--- src/sv/source_knock_count_table_assert.svh ---
// ----------------------------------------------------------------------------
// Assertion macros for the source knock count table
// Each macro checks one clocked property. The checks are left out when SYNTH
// is defined.
// ----------------------------------------------------------------------------
`ifndef SOURCE_KNOCK_COUNT_TABLE_ASSERT_SVH
`define SOURCE_KNOCK_COUNT_TABLE_ASSERT_SVH

`ifndef SYNTH
// Same-cycle implication.
`define SKCT_ASSERT_IMPLY(label, clk, rst_n, ante, cons) \
  label: assert property (@(posedge clk) disable iff (!rst_n) (ante) |-> (cons)) \
    else $error("%m: implication check failed");
// Next-cycle implication.
`define SKCT_ASSERT_NEXT(label, clk, rst_n, ante, cons) \
  label: assert property (@(posedge clk) disable iff (!rst_n) (ante) |=> (cons)) \
    else $error("%m: next-cycle check failed");
`else
`define SKCT_ASSERT_IMPLY(label, clk, rst_n, ante, cons)
`define SKCT_ASSERT_NEXT(label, clk, rst_n, ante, cons)
`endif

`endif

--- src/sv/skct_pkg.sv ---
// ----------------------------------------------------------------------------
// Source knock count table package
// Shared sizes, codes and types of the source knock count table.
// ----------------------------------------------------------------------------
`timescale 1ns / 1ps

package skct_pkg;

  localparam int TABLE_DEPTH = 16;
  localparam int IDX_W       = $clog2(TABLE_DEPTH);
  localparam int CNT_W       = IDX_W + 1;

  localparam int MODE_W   = 2;
  localparam int ADDR_W   = 32;
  localparam int KIND_W   = 2;
  localparam int COUNT_W  = 8;
  localparam int STAMP_W  = 32;
  localparam int TMO_W    = 16;
  localparam int CFG_IDX_W = 2;
  localparam int CFG_DAT_W = 16;

  localparam logic [MODE_W-1:0] MODE_PKT   = 2'd0;
  localparam logic [MODE_W-1:0] MODE_TICK  = 2'd1;
  localparam logic [MODE_W-1:0] MODE_SWEEP = 2'd2;

  localparam logic [KIND_W-1:0] KIND_RECORDED = 2'd0;
  localparam logic [KIND_W-1:0] KIND_FULL     = 2'd1;
  localparam logic [KIND_W-1:0] KIND_PASSED   = 2'd2;
  localparam logic [KIND_W-1:0] KIND_DONE     = 2'd3;

  localparam logic [CFG_IDX_W-1:0] REG_TIMEOUT = 2'd0;
  localparam logic [CFG_IDX_W-1:0] REG_KNOCK   = 2'd1;

  localparam logic [TMO_W-1:0]   TIMEOUT_RST = 16'd10;
  localparam logic [COUNT_W-1:0] KNOCK_RST   = 8'd3;
  localparam logic [COUNT_W-1:0] COUNT_MAX   = 8'hFF;

  typedef struct packed {
    logic [ADDR_W-1:0]  addr;
    logic [COUNT_W-1:0] count;
    logic [STAMP_W-1:0] stamp;
  } entry_t;

  typedef enum logic [3:0] {
    S_IDLE  = 4'b0001,
    S_PKT   = 4'b0010,
    S_SWEEP = 4'b0100,
    S_DONE  = 4'b1000
  } state_t;

endpackage

--- src/sv/source_knock_count_table.sv ---
// ----------------------------------------------------------------------------
// Source knock count table
// Counts packets per source address in a small table and reports, at each
// expiry sweep, the expiring sources whose count equals the knock count.
// ----------------------------------------------------------------------------
`timescale 1ns / 1ps

// Usage: pulse start with in_mode while busy is low. A packet (mode 0) gives
// exactly one result, kind 0 (recorded) or kind 1 (table full), with
// out_last set. A tick (mode 1) gives no result and never raises busy. A
// sweep (mode 2) gives one kind 2 result per expiring entry whose count
// equals knock_count, in slot order, then one kind 3 result with out_last
// set. Mode 3 is ignored. Each result is on the out_ ports for exactly one
// cycle under out_valid; the receiver cannot stall the block.
// Timing: the entries sit in a table memory with one write port and a
// registered read port; the scan reads one slot per cycle and compares the
// slot read in the previous cycle. A packet ends at the slot that it hits,
// or after the last slot on a miss; a sweep ends with its kind 3 result.
// The next item can be accepted once busy falls, so the block takes no new
// item while a packet or sweep is still open. Configuration writes are
// taken while the block is idle.

module source_knock_count_table (
  input  logic                            clk,
  input  logic                            rst_n,
  // Item input
  input  logic                            start,
  output logic                            busy,
  input  logic [skct_pkg::MODE_W-1:0]     in_mode,
  input  logic [skct_pkg::ADDR_W-1:0]     in_src_addr,
  // Results
  output logic                            out_valid,
  output logic [skct_pkg::KIND_W-1:0]     out_kind,
  output logic [skct_pkg::ADDR_W-1:0]     out_addr_out,
  output logic                            out_last,
  // Configuration
  input  logic                            cfg_valid,
  output logic                            cfg_ready,
  input  logic [skct_pkg::CFG_IDX_W-1:0]  cfg_index,
  input  logic [skct_pkg::CFG_DAT_W-1:0]  cfg_data
);

  import skct_pkg::*;

  // Configuration and time base.
  logic [TMO_W-1:0]   timeout_r;
  logic [COUNT_W-1:0] knock_r;
  logic [STAMP_W-1:0] seconds_r;

  // Control.
  state_t             state_r, state_nxt;
  logic               accept;
  logic [CNT_W-1:0]   scan_idx_r;   // next slot to read
  logic               cmp_vld_r;    // read data for cmp_idx_r is present
  logic [IDX_W-1:0]   cmp_idx_r;    // slot whose data sits in rd_data_r
  logic               free_found_r;
  logic [IDX_W-1:0]   free_idx_r;
  logic [ADDR_W-1:0]  key_r;
  logic [TABLE_DEPTH-1:0] valid_r;

  // Table memory.
  entry_t             mem [TABLE_DEPTH];
  entry_t             rd_data_r;
  logic [IDX_W-1:0]   rd_idx;
  logic               mem_we;
  logic [IDX_W-1:0]   wr_idx;
  entry_t             wr_data;

  // Compare stage.
  logic               issue;
  logic               last_cmp;
  logic               slot_valid;
  logic               hit;
  logic               expire;
  logic               pass;
  logic               free_any;
  logic [IDX_W-1:0]   free_sel;
  logic [STAMP_W-1:0] idle_time;

  // Result register.
  logic               out_valid_r;
  logic [KIND_W-1:0]  out_kind_r;
  logic [ADDR_W-1:0]  out_addr_r;
  logic               out_last_r;

  assign busy      = (state_r != S_IDLE);
  assign cfg_ready = (state_r == S_IDLE);
  assign accept    = start && !busy;

  assign issue    = (state_r == S_PKT || state_r == S_SWEEP) &&
                    (scan_idx_r < CNT_W'(TABLE_DEPTH));
  assign rd_idx   = scan_idx_r[IDX_W-1:0];
  assign last_cmp = cmp_idx_r == IDX_W'(TABLE_DEPTH - 1);

  assign slot_valid = valid_r[cmp_idx_r];
  assign idle_time  = seconds_r - rd_data_r.stamp;
  assign hit    = cmp_vld_r && (state_r == S_PKT) && slot_valid &&
                  (rd_data_r.addr == key_r);
  assign expire = cmp_vld_r && (state_r == S_SWEEP) && slot_valid &&
                  (idle_time > STAMP_W'(timeout_r));
  assign pass   = expire && (rd_data_r.count == knock_r);
  assign free_any = free_found_r || !slot_valid;
  assign free_sel = free_found_r ? free_idx_r : cmp_idx_r;

  // The only memory write closes a packet, and the state goes idle at the
  // same edge, so no read of that slot can be in flight.
  always_comb begin
    mem_we  = 1'b0;
    wr_idx  = cmp_idx_r;
    wr_data = rd_data_r;
    if (hit) begin
      mem_we        = 1'b1;
      wr_data.count = (rd_data_r.count == COUNT_MAX) ? COUNT_MAX
                                                     : rd_data_r.count + 1'b1;
      wr_data.stamp = seconds_r;
    end else if (cmp_vld_r && state_r == S_PKT && last_cmp && free_any) begin
      mem_we        = 1'b1;
      wr_idx        = free_sel;
      wr_data.addr  = key_r;
      wr_data.count = COUNT_W'(1);
      wr_data.stamp = seconds_r;
    end
  end

  always_ff @(posedge clk) begin
    if (mem_we) begin
      mem[wr_idx] <= wr_data;
    end
    rd_data_r <= mem[rd_idx];
  end

  always_comb begin
    state_nxt = state_r;
    unique case (state_r)
      S_IDLE: begin
        if (accept && in_mode == MODE_PKT) begin
          state_nxt = S_PKT;
        end else if (accept && in_mode == MODE_SWEEP) begin
          state_nxt = S_SWEEP;
        end
      end
      S_PKT: begin
        if (hit || (cmp_vld_r && last_cmp)) begin
          state_nxt = S_IDLE;
        end
      end
      S_SWEEP: begin
        if (cmp_vld_r && last_cmp) begin
          state_nxt = S_DONE;
        end
      end
      S_DONE:  state_nxt = S_IDLE;
      default: state_nxt = S_IDLE;
    endcase
  end

  always_ff @(posedge clk) begin
    if (!rst_n) begin
      state_r      <= S_IDLE;
      timeout_r    <= TIMEOUT_RST;
      knock_r      <= KNOCK_RST;
      seconds_r    <= '0;
      valid_r      <= '0;
      scan_idx_r   <= '0;
      cmp_vld_r    <= 1'b0;
      free_found_r <= 1'b0;
      out_valid_r  <= 1'b0;
    end else begin
      state_r     <= state_nxt;
      out_valid_r <= 1'b0;

      if (cfg_valid && cfg_ready) begin
        unique case (cfg_index)
          REG_TIMEOUT: timeout_r <= cfg_data;
          REG_KNOCK:   knock_r   <= cfg_data[COUNT_W-1:0];
          default:     ;
        endcase
      end

      if (accept && in_mode == MODE_TICK) begin
        seconds_r <= seconds_r + 1'b1;
      end

      if (accept) begin
        scan_idx_r   <= '0;
        free_found_r <= 1'b0;
      end

      // Keep the scan pipeline running only while the item is still open.
      if (issue && state_nxt == state_r) begin
        scan_idx_r <= scan_idx_r + 1'b1;
        cmp_idx_r  <= rd_idx;
        cmp_vld_r  <= 1'b1;
      end else begin
        cmp_vld_r  <= 1'b0;
      end

      if (cmp_vld_r && state_r == S_PKT && !slot_valid && !free_found_r) begin
        free_found_r <= 1'b1;
        free_idx_r   <= cmp_idx_r;
      end

      if (mem_we && !hit) begin
        valid_r[wr_idx] <= 1'b1;
      end
      if (expire) begin
        valid_r[cmp_idx_r] <= 1'b0;
      end

      // Results.
      if (hit) begin
        out_valid_r <= 1'b1;
        out_kind_r  <= KIND_RECORDED;
        out_addr_r  <= key_r;
        out_last_r  <= 1'b1;
      end else if (cmp_vld_r && state_r == S_PKT && last_cmp) begin
        out_valid_r <= 1'b1;
        out_kind_r  <= free_any ? KIND_RECORDED : KIND_FULL;
        out_addr_r  <= key_r;
        out_last_r  <= 1'b1;
      end else if (pass) begin
        out_valid_r <= 1'b1;
        out_kind_r  <= KIND_PASSED;
        out_addr_r  <= rd_data_r.addr;
        out_last_r  <= 1'b0;
      end else if (state_r == S_DONE) begin
        out_valid_r <= 1'b1;
        out_kind_r  <= KIND_DONE;
        out_addr_r  <= '0;
        out_last_r  <= 1'b1;
      end
    end
  end

  always_ff @(posedge clk) begin
    if (accept) begin
      key_r <= in_src_addr;
    end
  end

  assign out_valid    = out_valid_r;
  assign out_kind     = out_kind_r;
  assign out_addr_out = out_addr_r;
  assign out_last     = out_last_r;

  // Checks.
  `include "source_knock_count_table_assert.svh"

  `SKCT_ASSERT_NEXT(a_quiet_after_last, clk, rst_n, out_valid && out_last, !out_valid)
  `SKCT_ASSERT_NEXT(a_busy_after_start, clk, rst_n, accept && (in_mode == MODE_PKT || in_mode == MODE_SWEEP), busy)
  `SKCT_ASSERT_IMPLY(a_idle_no_compare, clk, rst_n, state_r == S_IDLE, !cmp_vld_r)
  `SKCT_ASSERT_NEXT(a_write_closes_item, clk, rst_n, mem_we, !busy && out_valid && out_last)

endmodule

--- config.mk ---
export PLATFORM = sky130hd
export DESIGN_NAME = source_knock_count_table
export DESIGN_NICKNAME = d
export VERILOG_FILES = /design/src/sv/skct_pkg.sv /design/src/sv/source_knock_count_table.sv
export VERILOG_INCLUDE_DIRS = /design/src /design/src/sv
export SDC_FILE = /design/constraint.sdc
export NUM_CORES = 2
export LEC_CHECK = 0
export ABC_CLOCK_PERIOD_IN_PS = 11500
export BUFFER_PORTS_ARGS = -buffer_cell sky130_fd_sc_hd__clkbuf_2
export CORE_AREA = 2 2 306 308
export DETAILED_ROUTE_END_ITERATION = 16
export DIE_AREA = 0 0 308 310
export PLACE_DENSITY_LB_ADDON = 0.12
export SKIP_CTS_REPAIR_TIMING = 1
export SYNTH_ARGS = -nofsm -noshare
export SYNTH_HDL_FRONTEND = slang
export SYNTH_SLANG_ARGS = --single-unit
export TNS_END_PERCENT = 30
--- constraint.sdc ---
create_clock -name clk -period 11.5 [get_ports clk]
set_clock_uncertainty 0.05 [all_clocks]
set_input_delay 0.575 -clock clk [delete_from_list [all_inputs] [get_ports clk]]
set_output_delay 0.575 -clock clk [all_outputs]
set_load 0.02 [all_outputs]
==> impl_results.md <==
- Status: completed
- Nature of the critical path startpoint: register
- Die Y: about 310 um
- PwrDens: about 160 nW/um^2
- Antenna violations before repair: 1
- Comb pwr share: under 10%
- Critical R2R Launch: cmp_idx_r[1]$_DFFE_PP_
- Top cells by area, synth: edfxtp_1 (67%), mux4_2 (15%), dfxtp_1 (5.7%)
- Row cnt: ~110
- Via count: 29,000
- R2r endpoint: mem[2][3]$_DFFE_PP_
- Fmax: 159 MHz
- Clock sinks: around 1,400
- DR pass1 iterations: 7
- I/O pin count: 94
- Top FF cell, synth: edfxtp_1
- Synthesized Nets: slightly above 3,000
- Vias/cell: around 6.5
- Clock Path Buffers: 3
- Final Wtd Congestion: ~0.86
- Sequential-to-total area share from yosys stat: 72.6%
- MaxCap Viol Count: 0
- Number of synthesized register bits: roughly 1,400
- WHS Endpoint: key_r[14]$_DFFE_PP_
- Adder-Cell Fraction of Synth Area: roughly 1.2%
- Maximum vdd drop: around 0.14 mV
- Vias in the first global route: just under 30,000
- Crit Path Class: reg2reg
- Post-Syn Area: 55,000 um^2
- Worst hold path class: in2reg
- DP Wirelength: just under 80 mm
- Cell-internal power: 7.93 mW
- CTS tree: done
- Total Nets Final: ~3,200
- Area fraction of the dominant cell type after synthesis: 66.9%
- Crit path arrival time: 6.58 ns
- Core ar.: slightly above 90,000 um^2
- Worst hold path cell count: 1
- Grt ovf: 0
- Dpl ws: between 5 and 6 ns
- Final Slew Violations: 0
- CTS buffer count: about 140
- Starting DRT DRC Count: between 3,000 and 4,000
- Sequential power share: 55.1%
- EDFF count, synth: roughly 1,200
- Hold Crit Start: in_src_addr[14]
- CTS root buf: clkbuf_16
- Data required, critical path: around 12 ns
- First-pass GRT wire length: about 190 mm
- Final setup margin: between 5 and 6 ns
- Total track usage: 28.1%
- Synthesis Warnings: 0
- Cell taking the most area after synthesis: edfxtp_1
- R2R Setup Slk: ~5.2 ns
- DRC viols: 0
- Area Overhead vs Synth: 12.3%
- DR WL/cell: 29.6 um
- Unique masters post-synth: roughly 80
- Post-Syn Instances: 2,921
- Initial core utilization: between 50% and 60%
- Setup violators final: 0
- Final hold violations: 0
- DRT antenna net count: 0
- Critical path endpoint category: register
- Share of flip-flops with an asynchronous set or reset: 0%
- Synth Area in XOR/XNOR: under 10%
- Antenna cells: 0
- CTS H-tree lvls: 4
- Mux share of post-synthesis cell area: approximately 16%
- Share of layout cells above drive strength 1: between 20% and 30%
- Fin crit period: 6.29 ns
- Net Switching: about 1.9 mW
- Die width: between 300 and 400 um
- Static leakage: 19.7 nW
- Post-Syn Area per Cell: around 19 um^2
- CP Max Fanout: 46
- IO buf count: 93
- Cells on worst reg2reg path: 9
- Clock network power share: 43.8%
- Slew margin rel.: a little under a tenth
- Die area: 95,500 um^2
- Compound-Gate Fraction of Synth Area: roughly 3.4%
- Worst-skew pair later-pin latency: 0.73 ns
- Final Cycle Share: 54.7%
- Setup TNS: 0 ns
- Pin count of the biggest net entering global routing: approximately 170
- RSZ-0062 raised after global routing: no
- Synth Area in Simple Gates: 4.46%
- Drt total wl: roughly 130 mm
- Worst Tran Pin Value: around 1.4 ns
- Sw Share: approximately a fifth
- Largest family of logic cells by synthesized area: multiplexers
- Clk pin slew, worst setup/hold paths: around 0.06 ns
==> area by class of cell <==
| type | instances | area, um^2 |
|---|---|---|
| clock inverters | 69 | 538 |
| clock buffers | 185 | 3810 |
| inverters | 66 | 248 |
| repair buffers | 193 | 1310 |
| fillers | 6015 | 30700 |
| flip-flops and latches | 1383 | 40000 |
| well taps | 1197 | 1500 |
| multi-input cells | 1334 | 14400 |
==> sequential cells by signal (all words and copies together), names as in the netlist <==
name          count
cmp_idx_r         4
mem            1152
timeout_r        16
scan_idx_r        5
free_idx_r        4
out_last          1
out_kind          2
out_valid         1
valid_r          16
cmp_vld_r         1
out_addr_out     32
seconds_r        32
key_r            32
state_r           4
rd_data_r        72
knock_r           8
free_found_r      1
==> metrics by stage <==
stage	total power [mW]	hold slack [ns]	util (%)	cells	area, um^2
2_1_floorplan	5.59	0.356	-	2921	55000
3_3_place_gp	5.63	0.422	61.8	4147	57200
3_5_place_dp	5.64	0.435	61.8	4147	57200
4_1_cts	9.91	-0.0658	66.5	4401	61500
5_1_grt	10.1	0.00101	66.8	4427	61800
6_report	9.85	0.0169	66.8	4427	61800
==> power groups by stage <==
| stage | Combinational, mW | Sequential [mW] | Clock (mW) |
|---|---|---|---|
| floorplan | 0.0631 | 5.53 | 0 |
| global placement | 0.105 | 5.53 | 0 |
| detailed placement | 0.107 | 5.53 | 0 |
| CTS | 0.107 | 5.42 | 4.38 |
| global route | 0.122 | 5.42 | 4.56 |
| finish | 0.114 | 5.42 | 4.31 |
==> how the worst max path moves through the flow <==
stage | startpoint | end | slack, ns | depth (start not counted)
after global placement | cmp_idx_r[1]$_DFFE_PP_ | mem[6][48]$_DFFE_PP_ | 5.54 | 9
final | cmp_idx_r[1]$_DFFE_PP_ | mem[2][3]$_DFFE_PP_ | 5.21 | 9
after CTS | cmp_idx_r[1]$_DFFE_PP_ | mem[2][3]$_DFFE_PP_ | 5.29 | 9
after floorplan | cmp_idx_r[0]$_DFFE_PP_ | mem[5][0]$_DFFE_PP_ | 5.42 | 11
after detailed placement | cmp_idx_r[1]$_DFFE_PP_ | mem[2][30]$_DFFE_PP_ | 5.36 | 9
after global routing | cmp_idx_r[1]$_DFFE_PP_ | mem[2][4]$_DFFE_PP_ | 4.87 | 9
==> cells in the mapped netlist (all sizes together), types with 4 or more instances <==
cell type and n:
o31a 7, and2 10, nand4 29, or2 7
nand3b 5, mux2i 29, a21oi 72, mux2 5
nor4b 8, dfxtp 156, o211ai 12, edfxtp 1227
or3 9, a2111oi 4, buf 35, and4 7
a22oi 9, a31oi 18, inv 66, o22ai 4
or4 6, a211oi 7, nand2b 11, nor2b 4
nor3 35, a21o 14, xnor2 59, mux4 364
nand3 25, nor2 129, a22o 32, o21a 13
ha 50, xor2 25, and3 14, o21ai 64
nand2 199, o31ai 6, nor4 10, clkbuf 103
==> logic make-up after synthesis <==
group / after synthesis
simple gates: 516
flops: 1383
fa+ha+maj: 51
buf+inv: 204
compound gates: 285
xor+xnor: 84
mux: 398
==> placed cells by master, fill, tap and decap left out, types with 36 or more instances in the layout <==
cell type     n
mux4_2      364
ha_1         50
clkbuf_1     36
a21oi_1      71
clkbuf_16   144
xnor2_1      59
dfxtp_1     152
clkinv_2     38
nor2_1      112
nand2_1     198
buf_4        72
o21ai_0      56
clkbuf_2     93
inv_1        65
edfxtp_1   1227
==> per-layer routing <==
metal,vias up,share of wire [%],global-route usage (%)
li1,12200,-,-
met1,15200,40,39.9
met5,-,0,0
met4,0,2.6,8.32
met2,1312,50,46.3
met3,214,7.5,4.07
==> critical path: stages (launching register included) <==
cell and delay, ns:
edfxtp_1 0.78, mux4_2 0.36, mux2i_1 0.08, mux2i_1 0.85
and4_1 0.79, inv_1 0.29, nand2_2 0.48, nand3_1 0.44
nor2_4 0.89, buf_4 0.83
Power figures use the tool's default switching activity.
